[config.mk]
export PLATFORM = sky130hd
export DESIGN_NAME = pctl_ctrl
export DESIGN_NICKNAME = d
export VERILOG_FILES = /design/src/rtl/assert_macros.svh /design/src/rtl/pctl_pkg.sv /design/src/rtl/pctl_ctrl.sv
export SDC_FILE = /design/constraint.sdc
export NUM_CORES = 1
export LEC_CHECK = 0
export BUFFER_PORTS_ARGS = -buffer_cell sky130_fd_sc_hd__buf_2
export CORE_UTILIZATION = 51
export DETAILED_ROUTE_END_ITERATION = 10
export PLACE_DENSITY = 0.83
export SLEW_MARGIN = 10
export SYNTH_ARGS = -nofsm -noshare
export SYNTH_HDL_FRONTEND = slang
export SYNTH_SLANG_ARGS = --single-unit
[constraint.sdc]
create_clock -name clk_i -period 5.7 [get_ports clk_i]
set_input_delay 0.285 -clock clk_i [delete_from_list [all_inputs] [get_ports clk_i]]
set_output_delay 0.285 -clock clk_i [all_outputs]
set_load 0.05 [all_outputs]
[src/rtl/assert_macros.svh]
// ----------------------------------------------------------------------------
// assert_macros.svh
// Assertion helpers, clocked on clk_i and disabled while rst_ni is low.
// ----------------------------------------------------------------------------
`ifndef ASSERT_MACROS_SVH
`define ASSERT_MACROS_SVH

// same-cycle implication
`define PCTL_ASSERT_NOW(lbl, ante, cons) \
  lbl: assert property (@(posedge clk_i) disable iff (!rst_ni) (ante) |-> (cons)) \
    else $error("assertion failed: ante -> cons");

// next-cycle implication
`define PCTL_ASSERT_NEXT(lbl, ante, cons) \
  lbl: assert property (@(posedge clk_i) disable iff (!rst_ni) (ante) |=> (cons)) \
    else $error("assertion failed: ante => cons");

`endif

[src/rtl/pctl_pkg.sv]
// ----------------------------------------------------------------------------
// pctl_pkg
// Shared constants, command codes and control/status types of the cache table.
// ----------------------------------------------------------------------------
package pctl_pkg;

  localparam int unsigned CAPACITY    = 1024;
  localparam int unsigned PROBE_LIMIT = 16;
  localparam int unsigned DATA_WIDTH  = 64;

  localparam int unsigned CMD_W   = 3;
  localparam int unsigned KEY_W   = 64;
  localparam int unsigned WDATA_W = 64;
  localparam int unsigned LIFE_W  = 32;
  localparam int unsigned SLOT_W  = 10;
  localparam int unsigned CNT_W   = 32;
  localparam int unsigned TIME_W  = 48;

  // digest bits folded into the remainder per cycle
  localparam int unsigned MOD_BITS  = 8;
  localparam int unsigned MOD_STEPS = KEY_W / MOD_BITS;

  typedef enum logic [CMD_W-1:0] {
    CMD_LOOKUP = 3'd0,
    CMD_INSERT = 3'd1,
    CMD_REMOVE = 3'd2,
    CMD_PURGE  = 3'd3,
    CMD_TICK   = 3'd4,
    CMD_CLEAR  = 3'd5
  } cmd_e;

  typedef struct packed {
    logic take;
    logic walk_init;
    logic mod_step;
    logic seek_step;
    logic scan_step;
    logic purge_step;
    logic sweep_step;
    logic commit;
    logic finish;
  } ctl_t;

  typedef struct packed {
    logic mod_done;
    logic probe_stop;
    logic probe_miss;
    logic scan_stop;
    logic purge_end;
    logic sweep_end;
    cmd_e cmd;
  } sts_t;

  function automatic logic [CNT_W-1:0] sat_inc(logic [CNT_W-1:0] c);
    return (c == '1) ? c : c + 1'b1;
  endfunction

endpackage

[src/rtl/pctl_ctrl.sv]
// ----------------------------------------------------------------------------
// pctl_ctrl
// Sequencer: steps the datapath through remainder, probe, scan, purge, sweep and commit.
// ----------------------------------------------------------------------------
module pctl_ctrl (
  input  logic                           clk_i,
  input  logic                           rst_ni,
  input  logic                           in_valid_i,
  output logic                           in_ready_o,
  input  logic [pctl_pkg::CMD_W-1:0]     in_cmd_i,
  output logic                           out_valid_o,
  input  logic                           out_ready_i,
  output pctl_pkg::ctl_t                 ctl_o,
  input  pctl_pkg::sts_t                 sts_i
);

  typedef enum logic [8:0] {
    S_INIT   = 9'b000000001,
    S_IDLE   = 9'b000000010,
    S_MOD    = 9'b000000100,
    S_PROBE  = 9'b000001000,
    S_SCAN   = 9'b000010000,
    S_PURGE  = 9'b000100000,
    S_SWEEP  = 9'b001000000,
    S_COMMIT = 9'b010000000,
    S_DONE   = 9'b100000000
  } state_e;

  state_e state_q, state_d;
  logic   out_valid_q, out_valid_d;

  always_comb begin
    state_d = state_q;
    ctl_o   = '0;
    case (state_q)
      S_INIT: begin
        ctl_o.sweep_step = 1'b1;
        if (sts_i.sweep_end) state_d = S_IDLE;
      end
      S_IDLE: begin
        ctl_o.walk_init = 1'b1;
        if (in_valid_i) begin
          ctl_o.take = 1'b1;
          case (pctl_pkg::cmd_e'(in_cmd_i))
            pctl_pkg::CMD_LOOKUP,
            pctl_pkg::CMD_INSERT,
            pctl_pkg::CMD_REMOVE: state_d = S_MOD;
            pctl_pkg::CMD_PURGE:  state_d = S_PURGE;
            pctl_pkg::CMD_CLEAR:  state_d = S_SWEEP;
            default:              state_d = S_DONE;
          endcase
        end
      end
      S_MOD: begin
        ctl_o.mod_step = 1'b1;
        if (sts_i.mod_done) state_d = S_PROBE;
      end
      S_PROBE: begin
        ctl_o.seek_step = 1'b1;
        if (sts_i.probe_stop) begin
          state_d = S_COMMIT;
        end else if (sts_i.probe_miss) begin
          if (sts_i.cmd == pctl_pkg::CMD_INSERT) begin
            ctl_o.walk_init = 1'b1;
            state_d         = S_SCAN;
          end else begin
            state_d = S_COMMIT;
          end
        end
      end
      S_SCAN: begin
        ctl_o.scan_step = 1'b1;
        if (sts_i.scan_stop) state_d = S_COMMIT;
      end
      S_PURGE: begin
        ctl_o.purge_step = 1'b1;
        if (sts_i.purge_end) state_d = S_DONE;
      end
      S_SWEEP: begin
        ctl_o.sweep_step = 1'b1;
        if (sts_i.sweep_end) state_d = S_DONE;
      end
      S_COMMIT: begin
        ctl_o.commit = 1'b1;
        state_d      = S_DONE;
      end
      S_DONE: begin
        if (!out_valid_q || out_ready_i) begin
          ctl_o.finish = 1'b1;
          state_d      = S_IDLE;
        end
      end
      default: state_d = S_IDLE;
    endcase
  end

  always_comb begin
    out_valid_d = out_valid_q;
    if (out_ready_i) out_valid_d = 1'b0;
    if (ctl_o.finish) out_valid_d = 1'b1;
  end

  always_ff @(posedge clk_i or negedge rst_ni) begin
    if (!rst_ni) begin
      state_q     <= S_INIT;
      out_valid_q <= 1'b0;
    end else begin
      state_q     <= state_d;
      out_valid_q <= out_valid_d;
    end
  end

  assign in_ready_o  = (state_q == S_IDLE);
  assign out_valid_o = out_valid_q;

endmodule

# After elaboration in Yosys (flattened, before gate mapping)
# Cells that the tools add are included.
# totals
memories	0
out_inout_bits	11
mem_bits_ro	0
reg_bits	10
ram_bits	0
latch_bits	0
# classes
mul	0
order_cmp	0
n_div	0
shift	0
mux	28
add_sub_neg	0
bitwise	0
reduce_logical	7
eq_ne	22
# ops
operator	count
$mux W9	9
$pmux W9 S9	1
$pmux W9 S3	1
$mux W1	15
$ne A2 B2 Y1 const B	7
$eq A9 B1 Y1 const B	1
$eq A9 B2 Y1 const B	1
$eq A9 B3 Y1 const B	1
$eq A9 B4 Y1 const B	1
$eq A9 B5 Y1 const B	1
$eq A9 B6 Y1 const B	1
$eq A9 B7 Y1 const B	1
$eq A9 B8 Y1 const B	1
$eq A9 B9 Y1 const B	1
$mux W8	1
$reduce_and A8 Y1	1
$eq A3 B1 Y1 const B	2
$eq A3 B2 Y1 const B	2
$eq A3 B3 Y1 const B	1
$logic_not A3 Y1	1
$ne A3 B3 Y1 const B	1
$reduce_or A3 Y1	1
$pmux W1 S2	1
$reduce_bool A2 Y1	1
3 further kinds	3

# Logic depth before layout (Yosys ltp)
# logic_depth
word_depth	5
mapped_depth	7
depth_no_buf	6

# Worst setup path before layout
# No wires, ideal clock.
# synth_path
path_type	reg-to-output
startpoint	reg state_q[2]
endpoint	out ctl_o[7] (netlist bit)
t_required_ns	5.415
setup_slack_ns	2.519
path_stages_with_launch	6
t_arrival_ns	2.896
path_buffers	0
cell_sequence	dfrtp_1 -> or3_4 -> or4_4 -> nor4b_2 -> nand3_1 -> nand2_1
# synth_lines
element	line_no	text
from (decl)	pctl_ctrl.sv:29	state_e state_q, state_d;
from (signal assigned)	pctl_ctrl.sv:108	state_q <= state_d;
to (decl)	pctl_ctrl.sv:13	output pctl_pkg::ctl_t ctl_o,

==> results.cfg <==
[yosys]
syn_inst = 91
syn_area_per_cell_um2 = 8.318
synth_seq_cells = 10
yosysSeqAreaShare_pct = 33.22
synth_cell_types = 36
synth_edf_count = 0
ys_warn_count = 0
synthFlopType = dfrtp_1
async_reset_ff_share_pct = 100.0
synth_fp_nets = 107
syn_area_um2 = 757.0

[sta]
fin_setup_tns_ns = 0
fin_ws_ns = 2.802
period_share_pct = 50.85
rsz0062_at_grt = no
worstMarginPinSlew_ns = 0.4438
setup_viol = 0
fmax_ghz = 0.3450
hold-worst-slack_ns = 0.2310
relSlewSlack_pct = 70.19
hold_viol_final = 0
skew_ns = 0.005268
slew_viol_final = 0
min_period_ns = 2.898

[grt]
overflow = 0
grt_max_degree = 12
track_usage_pct = 29.72
grt_pass1_vias = 692
antenna_found_initial = 0
grt_pass1_wl_mm = 3.146

[placement]
preCtsSetupSlack_ns = 3.099
gp_congestion = 0.8296
portBuffers = 26
place_area_um2 = 875.8
dp.cells = 125
place_hpwl_mm = 1.504

[run]
drv_cap = 0

[drt]
dr_wl_met2_um = 937
final_antenna_net_count = 0
dr_wl_met3_um = 80
num_vias = 804
wl_met1_um = 954
top_layer = met4
drt-initial-drc-count = 31
dr.pass1.iters = 4
wl_per_cell_um = 15.29
drc = 0
wirelength_mm = 1.988
viasPerCell = 6.185

[cells_and_area]
final_nets = 132
stdcell_area_um2 = 912.1
synthToLayoutAreaGrowth_pct = 20.50
fin_cells = 130
fillers = 118
drive_above_1_share_pct = 32.17
antenna_cells = 0
post-route-util_pct = 68.39

[clock_network]
htreeDepth = 1
path_clk_slew_ns = 0.07
cts_buffers = 3
clock_path_buffers = 2
cts_resized = 0
clock-sinks = 10
clk_latency_ns = 0.27
cts_tree = done
root_buffer = clkbuf_4

[worst_setup_path]
required_ns = 5.41
crit_fanout = 8
start_kind = register
critical_path_class = register to output port
startpoint = state_q[2]
cp.arrival_ns = 2.61
worst_r2r_startpoint = state_q[5]
crit_path_end_kind = output port

[floorplan]
io_pins = 27
die_x_um = 40.53
dieArea_um2 = 1642
row_count = 13
fp.coreArea_um2 = 1334
initial_utilization_pct = 56.75
die_y_um = 40.53

[min_path]
hold_start = sts_i[5]
min_path_type = input port to register

[pwr]
p_per_area_nw_per_um2 = 538.1
p_total_uw = 490.9
power.leakage_nw = 0.4615
ir_drop_mv = 0.3932

[outcome]
outcome = finished, final reports clean
-- cell families (layout without fill, tap and decap cells) --
| kind of cell | after synthesis | count (layout) | share of synthesized area (%) |
|---|---|---|---|
| and+or+nand+nor | 46 | 46 | 38.35 |
| AOI/OAI and AO/OA | 20 | 20 | 18.35 |
| buffers and inverters | 12 | 36 | 6.611 |
| DFF | 10 | 10 | 33.22 |
| xor gates and xnor gates | 3 | 3 | 3.472 |
-- critical path: stages, from the launching register on --
cell      delay [ns]
dfrtp_1         0.45
or3_4           0.41
or4_4           0.44
or4b_4          0.57
clkinv_2        0.10
and2_1          0.12
buf_2           0.25
-- power breakdown --
group	switching (mW)	total, mW	internal, mW
registers	0.0292	0.118	0.0887
logic	0.213	0.321	0.108
clock network	0.0249	0.0520	0.0271
-- layout make-up --
type                            count  area (µm²)  share of cell area (%)
Multi-Input combinational cell     69       455.4                   49.93
Timing Repair Buffer               27       140.1                   15.36
Inverter                            5       20.02                   2.195
Tap cell                           15       18.77                   2.058
Sequential cell                    10       251.5                   27.57
Clock buffer                        4       26.28                   2.881
-- worst paths after layout --
kind                                to  slack (ns)  cells after the start
setup / recovery              ctl_o[8]        2.80                      6
hold / removal              state_q[4]        0.23                      2
setup reg to reg            state_q[1]        3.38                      5
hold reg to reg            out_valid_o        0.56                      2
max in group asynchronous   state_q[0]        5.01                      2
min in group asynchronous   state_q[6]        0.43                      2
-- what timing repair did --
action                                 in CTS  in global routing
endpoints found under the hold margin       9                  0
buffers inserted                            0                  0
hold buffers                                1                  0
-- layer usage --
metal | GRT usage, % | up-vias
li1 | - | 392
met1 | 40.75 | 373
met2 | 48.02 | 37
met3 | 3.333 | 2
met4 | 10.00 | 0
met5 | 0 | -
-- synthesized netlist by cell type (all sizes together) (2+ instances only) --
cell type	count	area share [%]
inv	4	2.0
or3	5	4.8
nand2	5	2.5
o21ai	5	3.3
xor2	3	3.5
nand4b	2	2.3
a31oi	2	1.7
a21oi	4	2.6
o32ai	2	2.3
and2	2	1.7
nor2	8	4.0
dfrtp	9	30
or4b	2	3.1
nand2b	3	2.5
nor4b	3	4.3
nand3	5	3.3
nor3b	4	4.0
nor3	3	2.0
clkbuf	6	3.0
-- state kept, by name, summed over array words and instances, names as in the netlist --
name and count:
state_q 9, out_valid_o 1
-- cell usage in the layout, fill, tap and decap left out, types with 2 or more instances in the layout --
cell / n
a21oi_1: 4
a31oi_1: 2
and2_1: 2
buf_2: 26
clkbuf_4: 3
dfrtp_1: 9
inv_1: 4
nand2_1: 5
nand2b_1: 3
nand3_1: 5
nand4b_1: 2
nor2_1: 8
nor3_1: 3
nor3b_1: 4
nor4b_1: 2
o21ai_0: 5
o32ai_1: 2
or3_1: 4
xor2_1: 3
No activity file was read; power rests on OpenSTA's default activity.
